File: src/hw/rtl/fss_pkg.sv
// Package for the FASTA stream statistics block: byte codes, limits, mode codes
// and the byte classification type. No dependencies.
package fss_pkg;

   localparam int COUNT_BITS_DEFAULT = 32;
   localparam int SAMPLE_LIMIT       = 1000000;
   localparam logic [31:0] OUT_TOP   = 32'hffff_ffff;

   localparam logic [7:0] CHAR_LF    = 8'h0a;
   localparam logic [7:0] CHAR_CR    = 8'h0d;
   localparam logic [7:0] CHAR_SPACE = 8'h20;
   localparam logic [7:0] CHAR_GT    = 8'h3e;
   localparam logic [7:0] CHAR_LT    = 8'h3c;
   localparam logic [7:0] CHAR_EQ    = 8'h3d;
   localparam logic [7:0] CASE_BIT   = 8'h20;

   typedef enum logic [1:0] {
      MODE_AUTO       = 2'd0,
      MODE_NUCLEOTIDE = 2'd1,
      MODE_PROTEIN    = 2'd2,
      MODE_SPARE      = 2'd3
   } mode_type;

   typedef struct packed {
      logic gt;
      logic lf;
      logic skip;
      logic letter;
      logic nucleotide;
      logic bad;
   } byte_class_type;

endpackage

File: src/hw/rtl/fss_classify.sv
// Byte classifier for the FASTA stream statistics block.
// Depends on fss_pkg for byte codes and the classification struct.
module fss_classify (
   input  logic [7:0]              text_byte,
   output fss_pkg::byte_class_type byte_class
);

   logic       is_upper;
   logic [7:0] lower;

   always_comb begin
      is_upper = text_byte inside {[8'h41:8'h5a]};
      lower    = is_upper ? (text_byte | fss_pkg::CASE_BIT) : text_byte;
      byte_class.gt     = text_byte == fss_pkg::CHAR_GT;
      byte_class.lf     = text_byte == fss_pkg::CHAR_LF;
      byte_class.skip   = text_byte inside {fss_pkg::CHAR_LF, fss_pkg::CHAR_CR,
                                            fss_pkg::CHAR_SPACE};
      byte_class.letter = lower inside {[8'h61:8'h7a]};
      byte_class.nucleotide = lower inside {8'h61, 8'h74, 8'h67, 8'h63, 8'h75, 8'h6e};
      byte_class.bad    = text_byte inside {fss_pkg::CHAR_EQ, fss_pkg::CHAR_LT,
                                            fss_pkg::CHAR_GT};
   end

endmodule

File: src/hw/rtl/fasta_stream_statistics.sv
// Top level of the FASTA stream statistics block: byte scan, record close,
// verdict and result register. Depends on fss_pkg and fss_classify.
//
// Usage: the req channel takes one byte of FASTA text per transaction, with
// req_last_byte marking the final byte of a text. Every byte updates the scan
// state in the cycle it is taken, so one byte is taken per cycle while req_ready is high.
// Only the final byte causes a rsp transaction: it carries the record count,
// shortest and longest record length, sampled nucleotide and letter tallies,
// the nucleotide verdict and the format error flag.
// The final byte runs through three registers (snapshot, record close,
// verdict); the snapshot loads at the edge that takes the byte, and the
// verdict register drives rsp_valid.
// The scan state clears as the final byte is taken; the next byte taken
// starts a new text with no gap needed.
// csr_wr_en writes the type mode (auto, force nucleotide, force protein; code 3 acts as auto).
// When the receiver holds rsp_ready low the three stages fill, after which
// req_ready drops until the result is taken.
// reset (synchronous, active high) clears the scan state, the pipeline and
// the type mode.
module fasta_stream_statistics #(
   parameter int COUNT_BITS = fss_pkg::COUNT_BITS_DEFAULT
) (
   input  logic        clock,
   input  logic        reset,
   input  logic        csr_wr_en,
   input  logic [1:0]  csr_wr_data,
   input  logic        req_valid,
   output logic        req_ready,
   input  logic [7:0]  req_text_byte,
   input  logic        req_last_byte,
   output logic        rsp_valid,
   input  logic        rsp_ready,
   output logic [31:0] rsp_record_count,
   output logic [31:0] rsp_min_length,
   output logic [31:0] rsp_max_length,
   output logic [31:0] rsp_nucleotide_count,
   output logic [31:0] rsp_letter_count,
   output logic        rsp_is_nucleotide,
   output logic        rsp_format_error
);

   localparam int LW = COUNT_BITS + 21;
   localparam int OW = COUNT_BITS + 32;
   localparam int VW = COUNT_BITS + 2;
   localparam logic [COUNT_BITS-1:0] CNT_TOP = '1;

   typedef struct packed {
      logic [COUNT_BITS-1:0] records;
      logic [COUNT_BITS-1:0] shortest;
      logic [COUNT_BITS-1:0] longest;
      logic [COUNT_BITS-1:0] sum_n;
      logic [COUNT_BITS-1:0] sum_l;
   } totals_type;

   typedef struct packed {
      logic [COUNT_BITS-1:0] len;
      logic [COUNT_BITS-1:0] nuc;
      logic [COUNT_BITS-1:0] ltr;
   } current_type;

   function automatic logic [COUNT_BITS-1:0] sat_inc(input logic [COUNT_BITS-1:0] x);
      return (x == CNT_TOP) ? x : x + 1'b1;
   endfunction

   function automatic logic [COUNT_BITS-1:0] sat_add(input logic [COUNT_BITS-1:0] a,
                                                      input logic [COUNT_BITS-1:0] b);
      logic [COUNT_BITS:0] s;
      s = {1'b0, a} + {1'b0, b};
      return s[COUNT_BITS] ? CNT_TOP : s[COUNT_BITS-1:0];
   endfunction

   function automatic logic [31:0] out32(input logic [COUNT_BITS-1:0] x);
      logic [OW-1:0] w;
      w = OW'(x);
      return (w > OW'(fss_pkg::OUT_TOP)) ? fss_pkg::OUT_TOP : w[31:0];
   endfunction

   function automatic totals_type close_rec(input totals_type t, input current_type c);
      totals_type r;
      r = t;
      r.records = sat_inc(t.records);
      if (c.len > t.longest) r.longest = c.len;
      if (c.len < t.shortest) r.shortest = c.len;
      if (LW'(t.sum_l) < LW'(fss_pkg::SAMPLE_LIMIT)) begin
         r.sum_n = sat_add(t.sum_n, c.nuc);
         r.sum_l = sat_add(t.sum_l, c.ltr);
      end
      return r;
   endfunction

   localparam totals_type TOTALS_CLEAR = '{records: '0, shortest: '1, longest: '0,
                                           sum_n: '0, sum_l: '0};

   fss_pkg::byte_class_type byte_class;

   fss_classify u_classify (
      .text_byte  (req_text_byte),
      .byte_class (byte_class)
   );

   fss_pkg::mode_type mode_ff;
   logic        line_start_ff, in_header_ff, seen_record_ff, error_seen_ff;
   logic        line_start_in, in_header_in, seen_record_in, error_seen_in;
   totals_type  totals_ff, totals_in, step_totals;
   current_type cur_ff, cur_in, step_cur;
   logic        step_seen, step_error, step_header;

   logic        s1_valid_ff, s2_valid_ff, rsp_valid_ff;
   logic        adv1, adv2, adv3, req_fire;
   totals_type  s1_totals_ff, s2_totals_ff, s2_totals_in;
   current_type s1_cur_ff;
   logic        s1_seen_ff, s1_error_ff, s2_error_ff;

   logic [VW-1:0] n4, l3;
   logic          verdict_in;

   logic [31:0] rsp_record_count_ff, rsp_min_length_ff, rsp_max_length_ff;
   logic [31:0] rsp_nucleotide_count_ff, rsp_letter_count_ff;
   logic        rsp_is_nucleotide_ff, rsp_format_error_ff;

   assign adv3      = !rsp_valid_ff || rsp_ready;
   assign adv2      = !s2_valid_ff || adv3;
   assign adv1      = !s1_valid_ff || adv2;
   assign req_ready = adv1;
   assign req_fire  = req_valid && req_ready;

   always_comb begin
      step_totals = totals_ff;
      step_cur    = cur_ff;
      step_seen   = seen_record_ff;
      step_error  = error_seen_ff;
      step_header = in_header_ff;
      if (byte_class.gt && line_start_ff) begin
         if (seen_record_ff) begin
            step_totals = close_rec(totals_ff, cur_ff);
            step_cur    = '0;
         end
         step_seen   = 1'b1;
         step_header = 1'b1;
      end else if (in_header_ff) begin
         if (byte_class.lf) step_header = 1'b0;
      end else if (seen_record_ff) begin
         if (byte_class.bad) step_error = 1'b1;
         if (!byte_class.skip) begin
            step_cur.len = sat_inc(cur_ff.len);
            if (byte_class.letter) begin
               step_cur.ltr = sat_inc(cur_ff.ltr);
               if (byte_class.nucleotide) step_cur.nuc = sat_inc(cur_ff.nuc);
            end
         end
      end

      line_start_in  = line_start_ff;
      in_header_in   = in_header_ff;
      seen_record_in = seen_record_ff;
      error_seen_in  = error_seen_ff;
      totals_in      = totals_ff;
      cur_in         = cur_ff;
      if (req_fire) begin
         if (req_last_byte) begin
            line_start_in  = 1'b1;
            in_header_in   = 1'b0;
            seen_record_in = 1'b0;
            error_seen_in  = 1'b0;
            totals_in      = TOTALS_CLEAR;
            cur_in         = '0;
         end else begin
            line_start_in  = byte_class.lf;
            in_header_in   = step_header;
            seen_record_in = step_seen;
            error_seen_in  = step_error;
            totals_in      = step_totals;
            cur_in         = step_cur;
         end
      end
   end

   always_comb begin
      s2_totals_in = s1_seen_ff ? close_rec(s1_totals_ff, s1_cur_ff) : s1_totals_ff;
   end

   always_comb begin
      n4 = {s2_totals_ff.sum_n, 2'b00};
      l3 = {2'b00, s2_totals_ff.sum_l} + {1'b0, s2_totals_ff.sum_l, 1'b0};
      case (mode_ff)
         fss_pkg::MODE_NUCLEOTIDE: verdict_in = 1'b1;
         fss_pkg::MODE_PROTEIN:    verdict_in = 1'b0;
         default:                  verdict_in = n4 > l3;
      endcase
   end

   always_ff @(posedge clock) begin
      if (reset) begin
         mode_ff        <= fss_pkg::MODE_AUTO;
         line_start_ff  <= 1'b1;
         in_header_ff   <= 1'b0;
         seen_record_ff <= 1'b0;
         error_seen_ff  <= 1'b0;
         totals_ff      <= TOTALS_CLEAR;
         cur_ff         <= '0;
         s1_valid_ff    <= 1'b0;
         s2_valid_ff    <= 1'b0;
         rsp_valid_ff   <= 1'b0;
      end else begin
         if (csr_wr_en) mode_ff <= fss_pkg::mode_type'(csr_wr_data);
         line_start_ff  <= line_start_in;
         in_header_ff   <= in_header_in;
         seen_record_ff <= seen_record_in;
         error_seen_ff  <= error_seen_in;
         totals_ff      <= totals_in;
         cur_ff         <= cur_in;
         if (adv1) s1_valid_ff  <= req_fire && req_last_byte;
         if (adv2) s2_valid_ff  <= s1_valid_ff;
         if (adv3) rsp_valid_ff <= s2_valid_ff;
      end
   end

   always_ff @(posedge clock) begin
      if (adv1) begin
         s1_totals_ff <= step_totals;
         s1_cur_ff    <= step_cur;
         s1_seen_ff   <= step_seen;
         s1_error_ff  <= step_error;
      end
      if (adv2) begin
         s2_totals_ff <= s2_totals_in;
         s2_error_ff  <= s1_error_ff;
      end
      if (adv3) begin
         rsp_record_count_ff     <= out32(s2_totals_ff.records);
         rsp_min_length_ff       <= (s2_totals_ff.records == '0) ? fss_pkg::OUT_TOP
                                                                 : out32(s2_totals_ff.shortest);
         rsp_max_length_ff       <= out32(s2_totals_ff.longest);
         rsp_nucleotide_count_ff <= out32(s2_totals_ff.sum_n);
         rsp_letter_count_ff     <= out32(s2_totals_ff.sum_l);
         rsp_is_nucleotide_ff    <= verdict_in;
         rsp_format_error_ff     <= s2_error_ff;
      end
   end

   assign rsp_valid            = rsp_valid_ff;
   assign rsp_record_count     = rsp_record_count_ff;
   assign rsp_min_length       = rsp_min_length_ff;
   assign rsp_max_length       = rsp_max_length_ff;
   assign rsp_nucleotide_count = rsp_nucleotide_count_ff;
   assign rsp_letter_count     = rsp_letter_count_ff;
   assign rsp_is_nucleotide    = rsp_is_nucleotide_ff;
   assign rsp_format_error     = rsp_format_error_ff;

`ifndef SYNTHESIS
   a_last_enters_pipe: assert property (@(posedge clock) disable iff (reset)
      req_fire && req_last_byte |=> s1_valid_ff)
      else $error("last byte transaction did not enter the snapshot stage");

   a_ready_only_when_full: assert property (@(posedge clock) disable iff (reset)
      !req_ready |-> s1_valid_ff && s2_valid_ff && rsp_valid_ff)
      else $error("request stalled with an empty pipeline stage");

   a_min_needs_record: assert property (@(posedge clock) disable iff (reset)
      rsp_valid && rsp_min_length != fss_pkg::OUT_TOP |-> rsp_record_count != 32'd0)
      else $error("minimum length reported without any record");

   a_nuc_within_letters: assert property (@(posedge clock) disable iff (reset)
      rsp_valid |-> rsp_nucleotide_count <= rsp_letter_count)
      else $error("nucleotide tally exceeds letter tally");
`endif

endmodule

File: config.mk
export PLATFORM = sky130hd
export DESIGN_NAME = fasta_stream_statistics
export DESIGN_NICKNAME = d
export VERILOG_FILES = /design/src/hw/rtl/fss_pkg.sv /design/src/hw/rtl/fss_classify.sv /design/src/hw/rtl/fasta_stream_statistics.sv
export SDC_FILE = /design/constraint.sdc
export NUM_CORES = 2
export LEC_CHECK = 0
export BUFFER_PORTS_ARGS = -buffer_cell sky130_fd_sc_hd__buf_4
export CORE_UTILIZATION = 60
export DETAILED_ROUTE_END_ITERATION = 6
export GPL_ROUTABILITY_DRIVEN = 0
export PLACE_DENSITY = 0.78
export RECOVER_POWER = 25
export SKIP_LAST_GASP = 1
export SLEW_MARGIN = 20
export SYNTH_ARGS = -nofsm -noshare
export SYNTH_HDL_FRONTEND = slang
export SYNTH_SLANG_ARGS = --single-unit
File: constraint.sdc
create_clock -name clock -period 16.1 [get_ports clock]
set_input_delay 3.22 -clock clock [delete_from_list [all_inputs] [get_ports clock]]
set_output_delay 3.22 -clock clock [all_outputs]
set_load 0.02 [all_outputs]
==> summary.md <==
| Metric | Value |
|---|---|
| Worst Hold Class | `flop to flop` |
| DP Wirelength | `76,800 um` |
| Clock tree from TritonCTS | `done` |
| Fraction of registers with async set/reset | `0%` |
| Core ar. | `74,700 um2` |
| First-pass GRT wire length | `172,000 um` |
| Resized Gates After CTS | `0` |
| Final Hold Fails | `0` |
| CP endpoint kind | `flop` |
| Setup TNS | `0 ps` |
| Ranking of synthesized cells by area | `edfxtp_1, dfxtp_1, ha_1, o21ai_0, a21oi_1` |
| Nets@finish | `4,804` |
| Place WS | `8020 ps` |
| Crit-path leading delay family | `buffers and inverters` |
| Routed Antenna Nets | `0` |
| Crit-path cells | `clkbuf_1 -> clkbuf_1 -> nor2_1 -> nand2_2 -> buf_4 -> nand2_1 -> buf_4 -> o211a_1` |
| Comb pwr share | `1.8%` |
| Layout cells sized above 1 | `10.9%` |
| Leak | `21.8 nW` |
| Root Buffer | `clkbuf_16` |
| Post-Syn Instances | `4,350` |
| PnR Total Power | `4.55 mW` |
| All-layer global routing usage | `28.0%` |
| # IOs | `180` |
| Starting Density | `60.8%` |
| Setup violations, final | `0` |
| Psw | `960 uW` |
| Mean number of vias per cell | `6.22` |
| Rows | `100` |
| Worst Skew | `22.9 ps` |
| Top FF cell, synth | `edfxtp_1` |
| Design Area, Final | `50,300 um2` |
| RSZ-0062 raised after global routing | `no` |
| Max Clk Rate | `0.0995 GHz` |
| Count of different cell masters after synthesis | `97` |
| DIE AREA | `76,800 um2` |
| TritonCTS Buffers | `85` |
| Clock Power Share | `47.5%` |
| Reg clk slew, reported paths | `60 ps` |
| Period minus WS final | `10,050 ps` |
| Yosys warnings | `0` |
| Post-CTS Setup Repair Bufs | `0` |
| ANT cells | `0` |
| FF+latch count, synth | `846` |
| Sum of buffers and inverters on the critical path | `4` |
| Worst setup margin | `6050 ps` |
| Crit path launch type | `input pin` |
| Vias in the first global route | `32,000` |
| PortBufs | `179` |
| Max cap viols | `7` |
| Part of the power in registers | `50.7%` |
| Die height | `277 um` |
| Crit path max fanout | `63` |
| Cell taking the most area after synthesis | `edfxtp_1` |
| Max Buffers Root-to-Sink | `3` |
| Status | `finished with violations` |
| Worst-margin pin slew | `3710 ps` |
| Top cell type's share of synthesized area | `38.4%` |
| Critical path class | `input pin to flop` |
| Synthesized area per cell | `10.4 um2` |
| H-tree depth | `3` |
| Die Span X | `277 um` |
| Final Slew Violations | `322` |
| Initial antenna violation count | `4` |
| Ratio of final minimum period to clock period | `62.4%` |
| Largest net degree at the start of global routing | `93` |
| Mapped Nets | `4,695` |
| First drt pass iteration count | `6` |
| Placed cells | `5,340` |
| Grt ovf | `0` |
| Max stage delay on crit path | `2560 ps` |
| Worst slew margin | `-149%` |
| DRT iter0 DRCs | `3,298` |
| Clk_lat worst skew | `660 ps` |
| Post-DP Area | `47,500 um2` |
| EDFF count, synth | `581` |
| DRC | `0` |
| Sequential share of the synthesized area | `50.1%` |
| Clk sinks | `846` |
| Worst path slowest cell | `clkbuf_1` |
| Internal Pwr Total | `3.59 mW` |
| P&R area growth vs syn | `10.7%` |
| DR vias | `34,200` |
| PD cells | `90.5 nW/um2` |
| Failing checks | `max-capacitance violations, max-slew violations` |
| Wire per inst | `19.8 um` |
| Sw Share | `21.1%` |
| Synthesized area | `45,400 um2` |
| DRT Wirelength | `109,000 um` |
| Critical Path AT | `10,600 ps` |
| Hold buffer count at cts | `0` |
| VDD IR max | `0.0000989 V` |
| CP required | `16,650 ps` |
| Non-Filler Instances | `5,501` |
-- routing by layer --
layer  track usage, %  wire [um]  vias up
met5                0          0        -
met4             10.6       3650        0
met3             4.09       8330      222
met2             45.1      50300     1325
met1             38.3      46600    16300
li1                 -          -    16400
-- per-stage QoR --
step / hold slack (ps) / util (%)
after floorplan: 400 / -
after global placement: 403 / 63.6
after detailed placement: 405 / 63.6
after CTS: 419 / 67.7
after global routing: 423 / 67.3
final: 416 / 67.3
-- final cells by class --
type                       instances  area, um2
tap                              969       1210
clock buffer                     105       2270
fill                            5530      24400
sequential                       846      22800
timing repair buffer             210       1410
clock inverter                    55        821
multi-input combinational       3116      21100
inverter                         200        752
-- synth_stat cells (61+ instances only) --
cell type and number:
inv_1 199, mux2_2 98, nor3_1 61, a21oi_1 271
nand4_1 71, edfxtp_1 581, nor2_1 346, nand2_1 317
ha_1 324, a21o_1 122, nand3_1 230, a22oi_1 74
xnor2_1 109, dfxtp_1 265, xor2_1 86, a22o_1 64
o21ai_0 278, clkbuf_1 136
-- power by group through the flow --
stage	Clock, mW	Combinational (mW)	Sequential (mW)
detailed placement	0	0.0832	2.35
CTS	2.19	0.0837	2.31
finish	2.16	0.0828	2.31
floorplan	0	0.0410	2.36
global route	2.27	0.0875	2.31
global placement	0	0.0820	2.35
-- final timing paths --
kind                     from  cells past startpoint  slack (ps)                  to
min reg2reg  s2_totals_ff[91]                      0         420  rsp_max_length[27]
max                     reset                      8        6050       error_seen_ff
max reg2reg         rsp_valid                      3       10340    rsp_format_error
min          s2_totals_ff[91]                      0         420  rsp_max_length[27]
-- cell families (layout without fill, tap and decap cells) --
group	count (synthesis)	count (layout)	share of synthesized area, %
buf+inv	388	570	3.42
xor+xnor	195	195	3.76
fa+ha+maj	329	329	9.14
mux	125	125	3.02
simple gates	1332	1332	14.3
flops	846	846	50.1
compound gates	1135	1135	16.3
-- registers in the layout (all words and copies together), names as in the netlist, 2 cells and up --
| signal | cells |
|---|---|
| mode_ff | 2 |
| n4 | 32 |
| cur_ff | 96 |
| rsp_min_length | 32 |
| s1_totals_ff | 160 |
| s2_totals_ff | 128 |
| rsp_letter_count | 32 |
| totals_ff | 160 |
| rsp_record_count | 32 |
| rsp_max_length | 32 |
| rsp_nucleotide_count | 32 |
| s1_cur_ff | 96 |
-- cell usage in the layout, fill, tap and decap left out, types with 62 or more instances in the layout --
cell type,Yosys,layout
o21ai_0,278,281
a21oi_1,271,271
dfxtp_1,265,265
xnor2_1,109,109
a22oi_1,74,74
buf_4,6,165
inv_1,199,198
nor3_1,61,62
a21o_1,122,121
clkbuf_16,0,85
mux2_2,98,82
edfxtp_1,581,581
a22o_1,64,64
ha_1,324,324
nand3_1,230,229
nand2_1,317,316
nand4_1,71,71
xor2_1,86,86
nor2_1,346,345
No activity file was read; power rests on OpenSTA's default activity.
